**src/msgp_pkg.sv**
```systemverilog
package msgp_pkg;

	localparam int CFG_INDEX_W = 2;
	localparam int CFG_DATA_W  = 8;

	// register indexes of the configuration port
	localparam logic [CFG_INDEX_W-1:0] REG_CHANNEL_SELECT   = 2'd0;
	localparam logic [CFG_INDEX_W-1:0] REG_TYPE_ENABLE_MASK = 2'd1;

	localparam logic [4:0] OMNI_SELECT = 5'd16;

	// message type codes (status high nibble minus 8)
	localparam logic [2:0] TYPE_NOTE_OFF   = 3'd0;
	localparam logic [2:0] TYPE_NOTE_ON    = 3'd1;
	localparam logic [2:0] TYPE_AFTERTOUCH = 3'd2;
	localparam logic [2:0] TYPE_CONTROL    = 3'd3;
	localparam logic [2:0] TYPE_PROGRAM    = 3'd4;
	localparam logic [2:0] TYPE_PRESSURE   = 3'd5;
	localparam logic [2:0] TYPE_BEND       = 3'd6;

	typedef struct packed {
		logic [4:0] channel_select;
		logic [6:0] type_enable_mask;
	} cfg_t;

	typedef struct packed {
		logic       valid;
		logic [2:0] msg_type;
		logic [3:0] msg_channel;
		logic [6:0] first_data;
		logic [6:0] second_data;
		logic [1:0] data_count;
	} result_t;

	// true when the message type carries two data bytes
	function automatic logic two_data_bytes(input logic [2:0] msg_type);
		logic two;
		case (msg_type)
			TYPE_PROGRAM, TYPE_PRESSURE: two = 1'b0;
			default:                     two = 1'b1;
		endcase
		return two;
	endfunction

endpackage

```
**src/msgp_cfg.sv**
```systemverilog
module msgp_cfg (
	input  logic                            clk,
	input  logic                            arst_n,
	input  logic                            cfg_valid,
	output logic                            cfg_ready,
	input  logic [msgp_pkg::CFG_INDEX_W-1:0] cfg_index,
	input  logic [msgp_pkg::CFG_DATA_W-1:0]  cfg_data,
	output msgp_pkg::cfg_t                  cfg
);

	logic [4:0] channel_select_q;
	logic [6:0] type_enable_mask_q;
	logic [4:0] chan_sat;

	assign cfg_ready = 1'b1;

	// values above omni saturate to omni
	assign chan_sat = (cfg_data[4:0] > msgp_pkg::OMNI_SELECT) ? msgp_pkg::OMNI_SELECT
	                                                         : cfg_data[4:0];

	always_ff @(posedge clk or negedge arst_n) begin
		if (!arst_n) begin
			channel_select_q   <= '0;
			type_enable_mask_q <= '0;
		end else if (cfg_valid) begin
			unique case (cfg_index)
				msgp_pkg::REG_CHANNEL_SELECT:   channel_select_q   <= chan_sat;
				msgp_pkg::REG_TYPE_ENABLE_MASK: type_enable_mask_q <= cfg_data[6:0];
				default: ;
			endcase
		end
	end

	assign cfg.channel_select   = channel_select_q;
	assign cfg.type_enable_mask = type_enable_mask_q;

endmodule

```
**src/msgp_core.sv**
```systemverilog
module msgp_core (
	input  logic                clk,
	input  logic                arst_n,
	input  logic                step,
	input  logic [7:0]          rx_byte,
	input  msgp_pkg::cfg_t      cfg,
	output msgp_pkg::result_t   res
);

	logic       held_valid_q;
	logic       got_one_q;
	logic [2:0] held_type_q;
	logic [3:0] held_chan_q;
	logic       two_q;
	logic [6:0] first_q;

	logic is_system;
	logic is_status;
	logic chan_match;
	logic latch_status;
	logic take_data;
	logic complete;

	assign is_system    = (rx_byte[7:4] == 4'hF);
	assign is_status    = rx_byte[7] && !is_system;
	assign chan_match   = (cfg.channel_select == msgp_pkg::OMNI_SELECT)
	                   || (rx_byte[3:0] == cfg.channel_select[3:0]);
	assign latch_status = step && is_status && chan_match;
	assign take_data    = step && !rx_byte[7] && held_valid_q;
	// one-byte types finish on the first data byte, others on the second
	assign complete     = take_data && (got_one_q || !two_q);

	always_ff @(posedge clk or negedge arst_n) begin
		if (!arst_n) begin
			held_valid_q <= 1'b0;
			got_one_q    <= 1'b0;
		end else if (latch_status) begin
			held_valid_q <= 1'b1;
			got_one_q    <= 1'b0;
		end else if (take_data) begin
			got_one_q <= 1'b1;
			if (complete) begin
				held_valid_q <= 1'b0;
			end
		end
	end

	always_ff @(posedge clk) begin
		if (latch_status) begin
			held_type_q <= rx_byte[6:4];
			held_chan_q <= rx_byte[3:0];
			two_q       <= msgp_pkg::two_data_bytes(rx_byte[6:4]);
		end
		if (take_data && !got_one_q) begin
			first_q <= rx_byte[6:0];
		end
	end

	assign res.valid       = complete && cfg.type_enable_mask[held_type_q];
	assign res.msg_type    = held_type_q;
	assign res.msg_channel = held_chan_q;
	assign res.first_data  = got_one_q ? first_q : rx_byte[6:0];
	assign res.second_data = two_q ? rx_byte[6:0] : 7'd0;
	assign res.data_count  = two_q ? 2'd2 : 2'd1;

endmodule

```
**src/midi_channel_message_parser.sv**
```systemverilog
// channel  dir  handshake              payload
// input    in   in_valid / in_ready    rx_byte
// result   out  out_valid / out_ready  msg_type msg_channel first_data second_data data_count
// config   in   cfg_valid / cfg_ready  cfg_index cfg_data
//
// one byte per cycle sustained while the result register drains; each byte goes through the
// input register, then the parser state and the result register update as it leaves
// all control state clears on arst_n; config registers reset to channel 0, all types masked
// a stalled result holds in the output register while one more byte waits in the input
// register; only then does in_ready drop
// cfg_ready is always high, config writes are registered straight into the config registers
module midi_channel_message_parser (
	input  logic                             clk,
	input  logic                             arst_n,
	input  logic                             in_valid,
	output logic                             in_ready,
	input  logic [7:0]                       rx_byte,
	output logic                             out_valid,
	input  logic                             out_ready,
	output logic [2:0]                       msg_type,
	output logic [3:0]                       msg_channel,
	output logic [6:0]                       first_data,
	output logic [6:0]                       second_data,
	output logic [1:0]                       data_count,
	input  logic                             cfg_valid,
	output logic                             cfg_ready,
	input  logic [msgp_pkg::CFG_INDEX_W-1:0] cfg_index,
	input  logic [msgp_pkg::CFG_DATA_W-1:0]  cfg_data
);

	msgp_pkg::cfg_t    cfg;
	msgp_pkg::result_t res;

	// input register
	logic       valid_s1;
	logic [7:0] rx_byte_s1;

	// result register
	logic       valid_s2;
	logic [2:0] msg_type_s2;
	logic [3:0] msg_channel_s2;
	logic [6:0] first_data_s2;
	logic [6:0] second_data_s2;
	logic [1:0] data_count_s2;

	logic advance;
	logic step;

	// the result register can take a new value when empty or being drained
	assign advance  = !valid_s2 || out_ready;
	assign step     = valid_s1 && advance;
	assign in_ready = !valid_s1 || advance;

	msgp_cfg u_cfg (
		.clk       (clk),
		.arst_n    (arst_n),
		.cfg_valid (cfg_valid),
		.cfg_ready (cfg_ready),
		.cfg_index (cfg_index),
		.cfg_data  (cfg_data),
		.cfg       (cfg)
	);

	msgp_core u_core (
		.clk     (clk),
		.arst_n  (arst_n),
		.step    (step),
		.rx_byte (rx_byte_s1),
		.cfg     (cfg),
		.res     (res)
	);

	// input register takes a byte on every input transfer
	always_ff @(posedge clk or negedge arst_n) begin
		if (!arst_n) begin
			valid_s1 <= 1'b0;
		end else if (in_ready) begin
			valid_s1 <= in_valid;
		end
	end

	always_ff @(posedge clk) begin
		if (in_valid && in_ready) begin
			rx_byte_s1 <= rx_byte;
		end
	end

	// result register, loaded only by completed and enabled messages
	always_ff @(posedge clk or negedge arst_n) begin
		if (!arst_n) begin
			valid_s2 <= 1'b0;
		end else if (advance) begin
			valid_s2 <= res.valid;
		end
	end

	always_ff @(posedge clk) begin
		if (advance && res.valid) begin
			msg_type_s2    <= res.msg_type;
			msg_channel_s2 <= res.msg_channel;
			first_data_s2  <= res.first_data;
			second_data_s2 <= res.second_data;
			data_count_s2  <= res.data_count;
		end
	end

	assign out_valid   = valid_s2;
	assign msg_type    = msg_type_s2;
	assign msg_channel = msg_channel_s2;
	assign first_data  = first_data_s2;
	assign second_data = second_data_s2;
	assign data_count  = data_count_s2;

	// a result never comes out of the parser without a byte being processed
	a_res_needs_step: assert property (@(posedge clk) disable iff (!arst_n)
		res.valid |-> step)
		else $error("parser result without a processed byte");

	// a blocked input register keeps its byte
	a_s1_holds: assert property (@(posedge clk) disable iff (!arst_n)
		(valid_s1 && !advance) |=> valid_s1)
		else $error("input register lost a byte while stalled");

	// one-byte messages carry a zero second byte
	a_one_byte_zero: assert property (@(posedge clk) disable iff (!arst_n)
		(valid_s2 && data_count_s2 == 2'd1) |-> (second_data_s2 == 7'd0))
		else $error("one-byte message with nonzero second data");

	// data count agrees with the message type
	a_count_type: assert property (@(posedge clk) disable iff (!arst_n)
		valid_s2 |-> ((data_count_s2 == 2'd1) == ((msg_type_s2 == msgp_pkg::TYPE_PROGRAM)
		|| (msg_type_s2 == msgp_pkg::TYPE_PRESSURE))))
		else $error("data count does not match message type");

endmodule

```
**config.mk**
```make
export PLATFORM = sky130hd
export DESIGN_NAME = midi_channel_message_parser
export DESIGN_NICKNAME = d
export VERILOG_FILES = /design/src/msgp_pkg.sv /design/src/msgp_cfg.sv /design/src/msgp_core.sv /design/src/midi_channel_message_parser.sv
export SDC_FILE = /design/constraint.sdc
export NUM_CORES = 1
export LEC_CHECK = 0
export BUFFER_PORTS_ARGS = -buffer_cell sky130_fd_sc_hd__clkbuf_2
export CORE_MARGIN = 4
export CORE_UTILIZATION = 25
export CTS_CLUSTER_DIAMETER = 30
export DETAILED_ROUTE_END_ITERATION = 10
export GPL_ROUTABILITY_DRIVEN = 0
export RECOVER_POWER = 25
export SETUP_SLACK_MARGIN = 0.3
export SLEW_MARGIN = 20
export SYNTH_ARGS = -nofsm -noshare
export SYNTH_HDL_FRONTEND = slang
export SYNTH_SLANG_ARGS = --single-unit
```
**constraint.sdc**
```tcl
create_clock -name clk -period 2.85 [get_ports clk]
set_input_delay 0.285 -clock clk [delete_from_list [all_inputs] [get_ports clk]]
set_output_delay 0.285 -clock clk [all_outputs]
set_load 0.03 [all_outputs]
```
==> results of run 1 <==
-- area by class of cell --
cell class | instances | area, sq um | share of cell area [%]
Inverter | 2 | 7.507 | 0.2603
Multi-Input combinational cell | 66 | 533.0 | 18.48
Timing Repair Buffer | 49 | 251.5 | 8.720
Tap cell | 111 | 138.9 | 4.816
Sequential cell | 62 | 1782 | 61.78
Clock inverter | 1 | 5.005 | 0.1735
Clock buffer | 15 | 166.4 | 5.770
-- cell families after synthesis --
family,Yosys count,share of synthesized area [%]
flip-flops,62,76.15
multiplexers,17,8.609
XOR/XNOR,4,1.497
AND/OR/NAND/NOR,35,9.092
buffers and inverters,5,1.337
AO/OA/AOI/OAI,9,3.155
other,1,0.1603
-- where the power goes --
group	total [uW]	internal [uW]	leakage, uW	switching (uW)
registers	1150	1070	0.000618	72.7
clock network	658	363	0.0000877	294
logic	247	122	0.000399	125
-- Yosys cell counts, types with 2 or more instances --
cell type  number  area [sq um]
dfrtp_1        16         400.4
mux2_2         14         157.7
nand3b_1        2         15.01
nand2_1         6         22.52
a21oi_1         2         10.01
inv_1           2         7.510
and2_1          8         50.05
nand3_1         2         10.01
o21ai_0         4         20.02
nand2b_1        6         37.54
edfxtp_1       46          1381
nand4_1         2         12.51
xnor2_1         4         35.03
-- sequential cells by signal, indices dropped and copies added, names as in the netlist, 2 cells and up --
name	cells
first_data	7
rx_byte_s1	8
msg_channel	4
u_cfg.channel_select_q	5
msg_type	3
second_data	7
u_core.held_chan_q	4
data_count	2
u_core.held_type_q	3
u_core.first_q	7
u_cfg.type_enable_mask_q	7
-- path summary, 6_finish.rpt --
check	slack, ps	endpoint	startpoint
worst max register to register	1140	second_data[5]	u_core.held_type_q[0]
worst min-delay path	130	rx_byte_s1[3]	rx_byte[3]
worst min register to register	420	msg_channel[1]	u_core.held_chan_q[1]
max in group asynchronous	1710	u_cfg.channel_select_q[3]	arst_n
min in group asynchronous	600	u_cfg.type_enable_mask_q[0]	arst_n
worst max-delay path	1140	second_data[5]	u_core.held_type_q[0]
-- stage by stage --
stage                     setup slack (ps)  area [sq um]
after floorplan                      607.5          2340
after global placement                1123          2706
after detailed placement              1101          2706
after CTS                             1092          2888
after global routing                  1038          2884
final                                 1142          2884
-- metal layers --
layer  vias up  GRT usage, %  part of all wire, %
met5         -             0                    0
met4         0         5.623                  2.6
met3         7         4.200                  7.9
met2        40         11.64                   46
met1       591         10.20                   44
li1        605             -                    -
==> metrics.md, run 1 <==
| Metric | Value |
|---|---|
| Outcome | finished clean |
| Vias in the first global route | 1,299 |
| Clk root buf | clkbuf_8 |
| CTS Buf Count | 9 |
| Setup_tns | 0 ps |
| Buf+Inv Stages, Crit Path | 1 |
| Global-route wire length before repair | 6810 microns |
| Die Y | 104.7 microns |
| EDFF count, synth | 46 |
| Clock sink count | 62 |
| Largest net degree at the start of global routing | 24 |
| DRT antenna net count | 0 |
| Gate Count Post-Synth | 133 |
| Min Tclk post-route | 1708 ps |
| Clk slew on worst S/H paths | 60 ps |
| Cell count after placement | 289 |
| Hold Path Class | primary input to register |
| Worst path max stage delay | 440 ps |
| Crit path max-delay family | flip-flops |
| Critical Path Stages | 4 |
| Post-Syn Area | 2340 sq um |
| Slowest-stage cell, CP | edfxtp_1 |
| Skew-Pair Late Insertion Delay | 320 ps |
| Final Util | 31.36% |
| Ys Warns | 0 |
| Total core area | 9196 sq um |
| Final Hold Violating Endpoints | 0 |
| Post-detail-place hpwl | 3101 microns |
| Initial antenna violation count | 0 |
| Ys async rst share | 25.81% |
| Pwr Density | 710.9 nW/um^2 |
| Maximum vdd drop | 0.1989 mV |
| Post-route clock period utilization | 59.94% |
| Avg Cell Area, Syn | 17.59 sq um |
| Chip width | 104.7 microns |
| Starting Density | 25.44% |
| Vias post-DR | 1,243 |
| Number of DRC markers in iteration 0 | 59 |
| Hold depth | 1 |
| Seq/Total Area, Yosys | 76.15% |
| Synth Register Bits | 62 |
| # rows | 35 |
| WL final | 4223 microns |
| # Max-Cap Violations | 0 |
| RSZ-0062 raised after global routing | no |
| Die ar. | 10,970 sq um |
| Post-cts sizing count | 0 |
| Crit Path Category | register to register |
| Count of nets after finishing | 213 |
| GRT Resource Usage Total | 8.411% |
| CTS tree | done |
| Worst path cell trace | mux4_2, nor2_2, nor3_4, buf_4 |
| Crit path max fanout | 23 |
| Post-synth net total | 156 |
| Least-Margin Pin Slew | 883.2 ps |
| DRT Pass-1 Iters | 3 |
| Global route overflow | 0 |
| Final cell count without fillers | 306 |
| Skew final | 5.123 ps |
| Port-buffer cells | 46 |
| Fmax | 585.4 MHz |
| CP required | 2850 ps |
| IO Pins | 49 |
| Critical path startpoint category | register |
| Antenna fix cells | 0 |
| Leading cell type in the layout, fill and taps excluded | edfxtp_1 |
| Most frequent cells in the layout | edfxtp_1 (46), clkbuf_2 (43), dfrtp_1 (16) |
| Rel. slew slack | 41.12% |
| Leak | 0.001105 uW |
| Register-to-Register Path Depth | 4 |
| Total power | 2050 uW |
| Clock Tree Buf Depth | 2 |
| Crit. End Element | register |
| Residual DRC | 0 |
| Hold slack | 132.1 ps |
| Via/cell ratio | 4.062 |
| Fin. max-slew vios | 0 |
| Post-CTS Setup Bufs | 0 |
| Post-synth cell types | 32 |
| Finish-stage setup viols | 0 |
| Layout cell share with drive strength beyond 1 | 39.49% |
| WL/cell | 13.80 microns |
| Critical Path AT | 1710 ps |
| Ys flop type | edfxtp_1 |
| Area delta synth->final | 23.26% |
| # H-tree levels | 3 |
| CTS Hold Bufs | 1 |
| Fillers | 927 |
(Power assumes the default switching activity.)
==> run 2, diff against run 1 <==
--- a/config.mk
+++ b/config.mk
@@ -5,6 +5,7 @@
 export SDC_FILE = /design/constraint.sdc
 export NUM_CORES = 1
 export LEC_CHECK = 0
+export ABC_AREA = 1
 export BUFFER_PORTS_ARGS = -buffer_cell sky130_fd_sc_hd__clkbuf_2
 export CORE_MARGIN = 4
 export CORE_UTILIZATION = 25
==> constraint.sdc (replaced) <==
create_clock -name clk -period 1.65 [get_ports clk]
set_input_delay 0.165 -clock clk [delete_from_list [all_inputs] [get_ports clk]]
set_output_delay 0.165 -clock clk [all_outputs]
set_load 0.03 [all_outputs]
==> run 2 against run 1 <==
Highest routed layer unchanged. Synthesized cell count grew 48%. Combinational power grew to 2.8 times the previous value. Largest power group unchanged. Area after synthesis grew 3.2%. Final area grew 16%. Critical path type unchanged.
==> metrics.md, run 2 <==
| Metric | Value |
|---|---|
| Outcome | finished clean |
| Setup_tns | 0 ps (unchanged) |
| Crit. End Element | register |
| Hold slack | 9.340 ps (-122.7 ps) |
| Gate Count Post-Synth | 197 (+48%) |
| Vias post-DR | 1,704 (+37%) |
| Critical Path AT | 1610 ps (-100 ps) |
| Met2 wire len | 2569 microns (+33%) |
| # Max-Cap Violations | 0 (unchanged) |
| Ys Warns | 0 (unchanged) |
| Largest net degree at the start of global routing | 17 (-29%) |
| Area delta synth->final | 38.65% |
| Die Y | 106.3 microns (+1.5%) |
| Crit Path Category | register to register |
| Layout cell share with drive strength beyond 1 | 37.76% (-1.7 points) |
| DRT antenna net count | 0 (unchanged) |
| Clk slew on worst S/H paths | 60 ps (about the same) |
| Least-Margin Pin Slew | 919.9 ps (+36.74 ps) |
| # rows | 35 (unchanged) |
| Crit path max fanout | 11 (-52%) |
| IO Pins | 49 (unchanged) |
| CP required | 1700 ps (-1150 ps) |
| Rel. slew slack | 38.67% (-2.4 points) |
| Post-synth net total | 220 (+41%) |
| Met3 Wirelength | 294 microns (-12%) |
| CTS tree | done |
| Vias in the first global route | 1,632 (+26%) |
| Total core area | 9328 sq um (+1.4%) |
| Initial antenna violation count | 0 (unchanged) |
| RSZ-0062 raised after global routing | yes |
| Via/cell ratio | 4.028 (-0.83%) |
| Top cells by area, synth | edfxtp_1 (57%), dfrtp_1 (17%), nand2_1 (7.6%), inv_1 (4.8%), o21ai_0 (2.3%) |
| Skew final | 6.018 ps (+0.8951 ps) |
| Post-detail-place hpwl | 3576 microns (+15%) |
| Maximum vdd drop | 0.3206 mV (+61%) |
| Hold Path Class | primary input to register |
| Global-route wire length before repair | 7983 microns (+17%) |
| Reg2reg setup slack | 90 ps (-1050 ps) |
| Antenna fix cells | 0 (unchanged) |
| EDFF count, synth | 46 (unchanged) |
| Hold depth | 1 (unchanged) |
| Reg-to-Reg Start | out_valid |
| Most frequent cells in the layout | edfxtp_1 (46), nand2_1 (45), clkbuf_2 (44) |
| Leading area contributor after synthesis | edfxtp_1 |
| Top Metal Used | met4 |
| Critical path startpoint category | register |
| WL/cell | 12.55 microns (-9.1%) |
| Storage cell area | 1783 sq um (about the same) |
| Pre-CTS worst setup slack | 162.9 ps (-938.2 ps) |
| # H-tree levels | 3 (unchanged) |
| Fillers | 946 (+2.0%) |
| DRT Pass-1 Iters | 4 (+1) |
| Post-Syn Area | 2415 sq um (+3.2%) |
| Ys async rst share | 25.81% (unchanged) |
| Cell count after placement | 380 (+31%) |
| Min-delay src | rx_byte[2] |
| Leak | 0.001498 uW (+36%) |
| Leading cell type in the layout, fill and taps excluded | edfxtp_1 |
| Multi-input logic area | 506.7 sq um (-4.9%) |
| Global route overflow | 0 (unchanged) |
| Reg2reg end | msg_type[0] |
| Skew-Pair Late Insertion Delay | 330 ps (about the same) |
| Final WS setup | 93.73 ps (-1048 ps) |
| WL final | 5309 microns (+26%) |
| Chip width | 106.3 microns (+1.5%) |
| M1 WL | 2318 microns (+25%) |
| Max reg flops | 8 (unchanged) |
| Seq/Total Area, Yosys | 73.78% (-2.4 points) |
| Fmax | 642.6 MHz (+9.8%) |
| Post-route clock period utilization | 94.32% (+34 points) |
| Top cell type's share of synthesized area | 57.20% (-1.8 points) |
| Clock Tree Buf Depth | 2 (unchanged) |
| Final Hold Violating Endpoints | 0 (unchanged) |
| Post-synth cell types | 24 (-25%) |
| Fin. max-slew vios | 0 (unchanged) |
| Clock sink count | 62 (unchanged) |
| Starting Density | 25.89% (+0.45 points) |
| Port-buffer cells | 46 (unchanged) |
| Most frequent cell after synthesis | nand2_1 |
| Reg with most FFs | rx_byte_s1 |
| Finish-stage setup viols | 0 (unchanged) |
| Min Tclk post-route | 1556 ps (-151.9 ps) |
| Count of nets after finishing | 313 (+47%) |
| Clk root buf | clkbuf_8 |
| GRT Resource Usage Total | 9.348% (+0.94 points) |
| Hold endpoint | rx_byte_s1[2] |
| Synth Register Bits | 62 (unchanged) |
| Ys flop type | edfxtp_1 |
| Number of DRC markers in iteration 0 | 103 (+75%) |
| Pwr Density | 1099 nW/um^2 (+55%) |
| Avg Cell Area, Syn | 12.26 sq um (-30%) |
| Final Util | 35.90% (+4.5 points) |
| Register-to-Register Path Depth | 7 (+3) |
| Die ar. | 11,300 sq um (+3.0%) |
| CTS Buf Count | 9 (unchanged) |
| Final cell count without fillers | 423 (+38%) |
| Residual DRC | 0 (unchanged) |
| Post-synth top cells | nand2_1 (49), edfxtp_1 (46), inv_1 (31) |
==> run 2: report_power, final <==
part	total [uW]	switching [uW]	leakage [uW]	internal, uW
Combinational	687	393	0.000805	294
Sequential	1940	81.2	0.000618	1860
Clock	1050	527	0.0000753	525
==> run 2: worst max-delay path by stage <==
| stage | cells after the start | to | startpoint |
|---|---|---|---|
| 6_report | 7 | msg_type[0] | out_valid |
| 5_1_grt | 7 | msg_type[0] | out_valid |
| 4_1_cts | 7 | msg_type[0] | u_core.held_type_q[0] |
| 3_5_place_dp | 6 | data_count[1] | u_core.held_type_q[0] |
| 3_3_place_gp | 8 | u_core.held_type_q[2] | rx_byte_s1[3] |
| 2_1_floorplan | 5 | data_count[0] | out_valid |
==> run 2: worst max-delay path, cell delays in order, from the launching register on <==
cell     delay, ps
dfrtp_2        410
nand2_2         90
nand4_1        150
nor2_2         130
nand2_2         90
nor2_4         150
buf_6          120
buf_16         130
==> run 2: final cells by class <==
type                            count  area share [%]
Clock inverter                      3          0.3737
Inverter                           32           3.812
Timing Repair Buffer               86           18.57
Sequential cell                    62           53.25
Clock buffer                       12           4.036
Tap cell                          129           4.821
Multi-Input combinational cell     99           15.13
==> run 2: through the flow <==
| step | power (uW) | area [sq um] |
|---|---|---|
| 2_1_floorplan | 2310 | 2426 |
| 3_3_place_gp | 2496 | 2885 |
| 3_5_place_dp | 2510 | 2885 |
| 4_1_cts | 3646 | 3243 |
| 5_1_grt | 3884 | 3348 |
| 6_report | 3680 | 3348 |
==> run 2: routing by layer <==
layer  track usage, %  vias up
met5                0        -
met3            2.732        9
met2            14.39       46
met4            6.383        0
met1            11.25      814
li1                 -      835
==> run 2: kinds of logic (layout without fill, tap and decap cells) <==
group	after synthesis	after routing	share of synthesized area, %
AND/OR/NAND/NOR	72	72	12.44
flip-flops	62	62	73.78
buffers and inverters	36	133	6.425
AO/OA/AOI/OAI	24	24	6.114
multiplexers	2	2	1.088
other	1	1	0.1553
==> run 2: what timing repair did <==
action / CTS / global route
endpoints found under the hold margin: 21 / 0
gates cloned: 2 / 0
setup buffers: 11 / 9
hold buffers: 6 / 0
endpoints found under the setup margin: 31 / 47
pin swaps: 5 / 9
resized for setup: 8 / 22
==> run 3, diff against run 2 <==
--- a/config.mk
+++ b/config.mk
@@ -5,7 +5,6 @@
 export SDC_FILE = /design/constraint.sdc
 export NUM_CORES = 1
 export LEC_CHECK = 0
-export ABC_AREA = 1
 export BUFFER_PORTS_ARGS = -buffer_cell sky130_fd_sc_hd__clkbuf_2
 export CORE_MARGIN = 4
 export CORE_UTILIZATION = 25
==> run 3 against run 2 <==
The run now ends with negative setup slack left. Routed wire length fell by 16%. Critical endpoint is now msg_type[2]. Sequential share of layout area grew 2.1 points. Register-to-register slack got worse by 100 ps. Sequential power about the same.
==> metrics.md, run 3 (same netlist as run 1, synthesis figures left out) <==
| Metric | Value |
|---|---|
| Port-buffer cells | 46 (unchanged) |
| Worst path max stage delay | 430 ps (+20 ps) |
| Crit. End Element | register |
| Min Tclk post-route | 1660 ps (+103.4 ps) |
| Global route overflow | 0 (unchanged) |
| Placed cell areas | 2811 sq um (-2.6%) |
| CTS tree | done |
| Chip width | 104.7 microns (-1.4%) |
| Initial antenna violation count | 0 (unchanged) |
| Outcome | finished with violations |
| CP required | 1700 ps (about the same) |
| Finish-stage setup viols | 17 (+17) |
| Crit Path Category | register to register |
| Antenna fix cells | 0 (unchanged) |
| Slowest-stage cell, CP | edfxtp_1 |
| # rows | 35 (unchanged) |
| Post-detail-place hpwl | 3272 microns (-8.5%) |
| Fmax | 602.5 MHz (-6.2%) |
| DRT Pass-1 Iters | 4 (unchanged) |
| Clk slew on worst S/H paths | 60 ps (about the same) |
| Failing checks | negative setup slack |
| Via/cell ratio | 4.088 (+1.5%) |
| Total core area | 9196 sq um (-1.4%) |
| Area delta synth->final | 37.65% |
| Global-route wire length before repair | 7238 microns (-9.3%) |
| Skew-Pair Late Insertion Delay | 340 ps (about the same) |
| Clock power share | 34.9% (+6.3 points) |
| Number of DRC markers in iteration 0 | 48 (-53%) |
| Max reg flops | 8 (unchanged) |
| Final cell count without fillers | 329 (-22%) |
| Hold Path Class | primary input to register |
| Critical Path AT | 1710 ps (+100 ps) |
| Comb pwr share | 15.5% (-3.2 points) |
| Cell count after placement | 298 (-22%) |
| Final WS setup | -9.703 ps (-103.4 ps) |
| Final Util | 35.02% (-0.87 points) |
| Pint | 2958 uW (+10%) |
| Die Y | 104.7 microns (-1.4%) |
| # H-tree levels | 3 (unchanged) |
| Fin area | 3221 sq um (-3.8%) |
| P_sw | 939.0 uW (-6.2%) |
| Die ar. | 10,970 sq um (-2.9%) |
| Fillers | 884 (-6.6%) |
| Layout cell share with drive strength beyond 1 | 48.17% (+10 points) |
| Critical path startpoint category | register |
| Pwr Density | 1210 nW/um^2 (+10%) |
| RSZ-0062 raised after global routing | yes |
| Starting Density | 25.44% (-0.45 points) |
| Sw Ratio | 24.09% (-3.1 points) |
| Setup_tns | -82.87 ps (-82.87 ps) |
| WL/cell | 13.58 microns (+8.2%) |
| Post-route clock period utilization | 100.6% (+6.3 points) |
| Register-to-Register Path Depth | 5 (-2) |
| Vias post-DR | 1,345 (-21%) |
| WL final | 4468 microns (-16%) |
| Worst path cell trace | mux4_2, nor2_4, nor3_4, buf_4, buf_12 |
| # Max-Cap Violations | 0 (unchanged) |
| Residual DRC | 0 (unchanged) |
| Multi-input logic area | 576.8 sq um (+14%) |
| Crit path max fanout | 9 (-2) |
| Fin. max-slew vios | 0 (unchanged) |
| Most frequent cells in the layout | edfxtp_1 (46), clkbuf_2 (43), buf_4 (15), dfrtp_1 (15), mux2_2 (14) |
| Storage cell area | 1783 sq um (unchanged) |
| Clock sink count | 62 (unchanged) |
| Clock Tree Buf Depth | 2 (unchanged) |
| Clk root buf | clkbuf_8 |
| Reg with most FFs | rx_byte_s1 |
| Rel. slew slack | 40.07% (+1.4 points) |
| GRT Resource Usage Total | 8.890% (-0.46 points) |
| Largest net degree at the start of global routing | 17 (unchanged) |
| Final Hold Violating Endpoints | 0 (unchanged) |
| Hold depth | 1 (unchanged) |
| DRT antenna net count | 0 (unchanged) |
| IO Pins | 49 (unchanged) |
| Maximum vdd drop | 0.3391 mV (+5.8%) |
| Skew final | 10.79 ps (+4.776 ps) |
| Count of nets after finishing | 236 (-25%) |
| Least-Margin Pin Slew | 899.0 ps (-20.94 ps) |
| Sequential Power Share | 49.6% (-3.1 points) |
| Leading cell type in the layout, fill and taps excluded | edfxtp_1 |
| Vias in the first global route | 1,430 (-12%) |
| Leak | 0.001264 uW (-16%) |
| CTS Buf Count | 9 (unchanged) |
-- run 3: cell type report --
class / instances / area share, %
clock buffers: 14 / 6.371
inverters: 2 / 0.2331
flip-flops and latches: 62 / 55.36
repair buffers: 72 / 15.50
clock inverters: 2 / 0.3108
well taps: 111 / 4.312
multi-input cells: 66 / 17.91
-- run 3: power groups by stage --
stage	Sequential, uW	Combinational [uW]	Clock [uW]
floorplan	2010	335	0
global placement	1960	532	0
detailed placement	1970	541	0
CTS	1940	599	1410
global route	1950	654	1480
finish	1930	602	1360
-- run 3: timing repair --
item | 4_1_cts | 5_1_grt
buffers inserted | 5 | 2
hold endpoints to repair | 22 | 0
hold buffers | 7 | 0
gates resized for setup | 6 | 4
endpoints found under the setup margin | 35 | 42
gates cloned | 1 | 0
pin swaps | 4 | 6
-- run 3: worst max-delay path: cells and delay by family, from the launching register on --
kind / cells / cell delay [ps]
and+or+nand+nor: 2 / 260
DFF: 1 / 430
muxes: 1 / 390
buffers and inverters: 2 / 290
-- run 3: metrics by stage --
step                      power, uW  setup slack (ps)  hold slack, ps
final                          3897            -9.703           18.95
after global routing           4080            -86.47           4.611
after global placement         2497             38.81           110.0
after detailed placement       2512            -27.08           111.4
after CTS                      3942             4.012           1.370
after floorplan                2343            -214.7          -130.6
-- run 3: path summary, 6_finish.rpt --
path	from	endpoint	slack (ps)
worst min-delay path	rx_byte[5]	rx_byte_s1[5]	20
min in group asynchronous	arst_n	u_cfg.type_enable_mask_q[5]	470
worst max register to register	u_core.held_type_q[0]	msg_type[2]	-10
max in group asynchronous	arst_n	out_valid	560
worst max-delay path	u_core.held_type_q[0]	msg_type[2]	-10
worst min register to register	u_core.held_chan_q[0]	msg_channel[0]	420
-- run 3: per-layer routing --
| layer | global-route usage, % | routed length, microns |
|---|---|---|
| met1 | 9.818 | 1877 |
| met3 | 3.644 | 282 |
| met4 | 6.186 | 147 |
| met5 | 0 | 0 |
| met2 | 13.89 | 2159 |
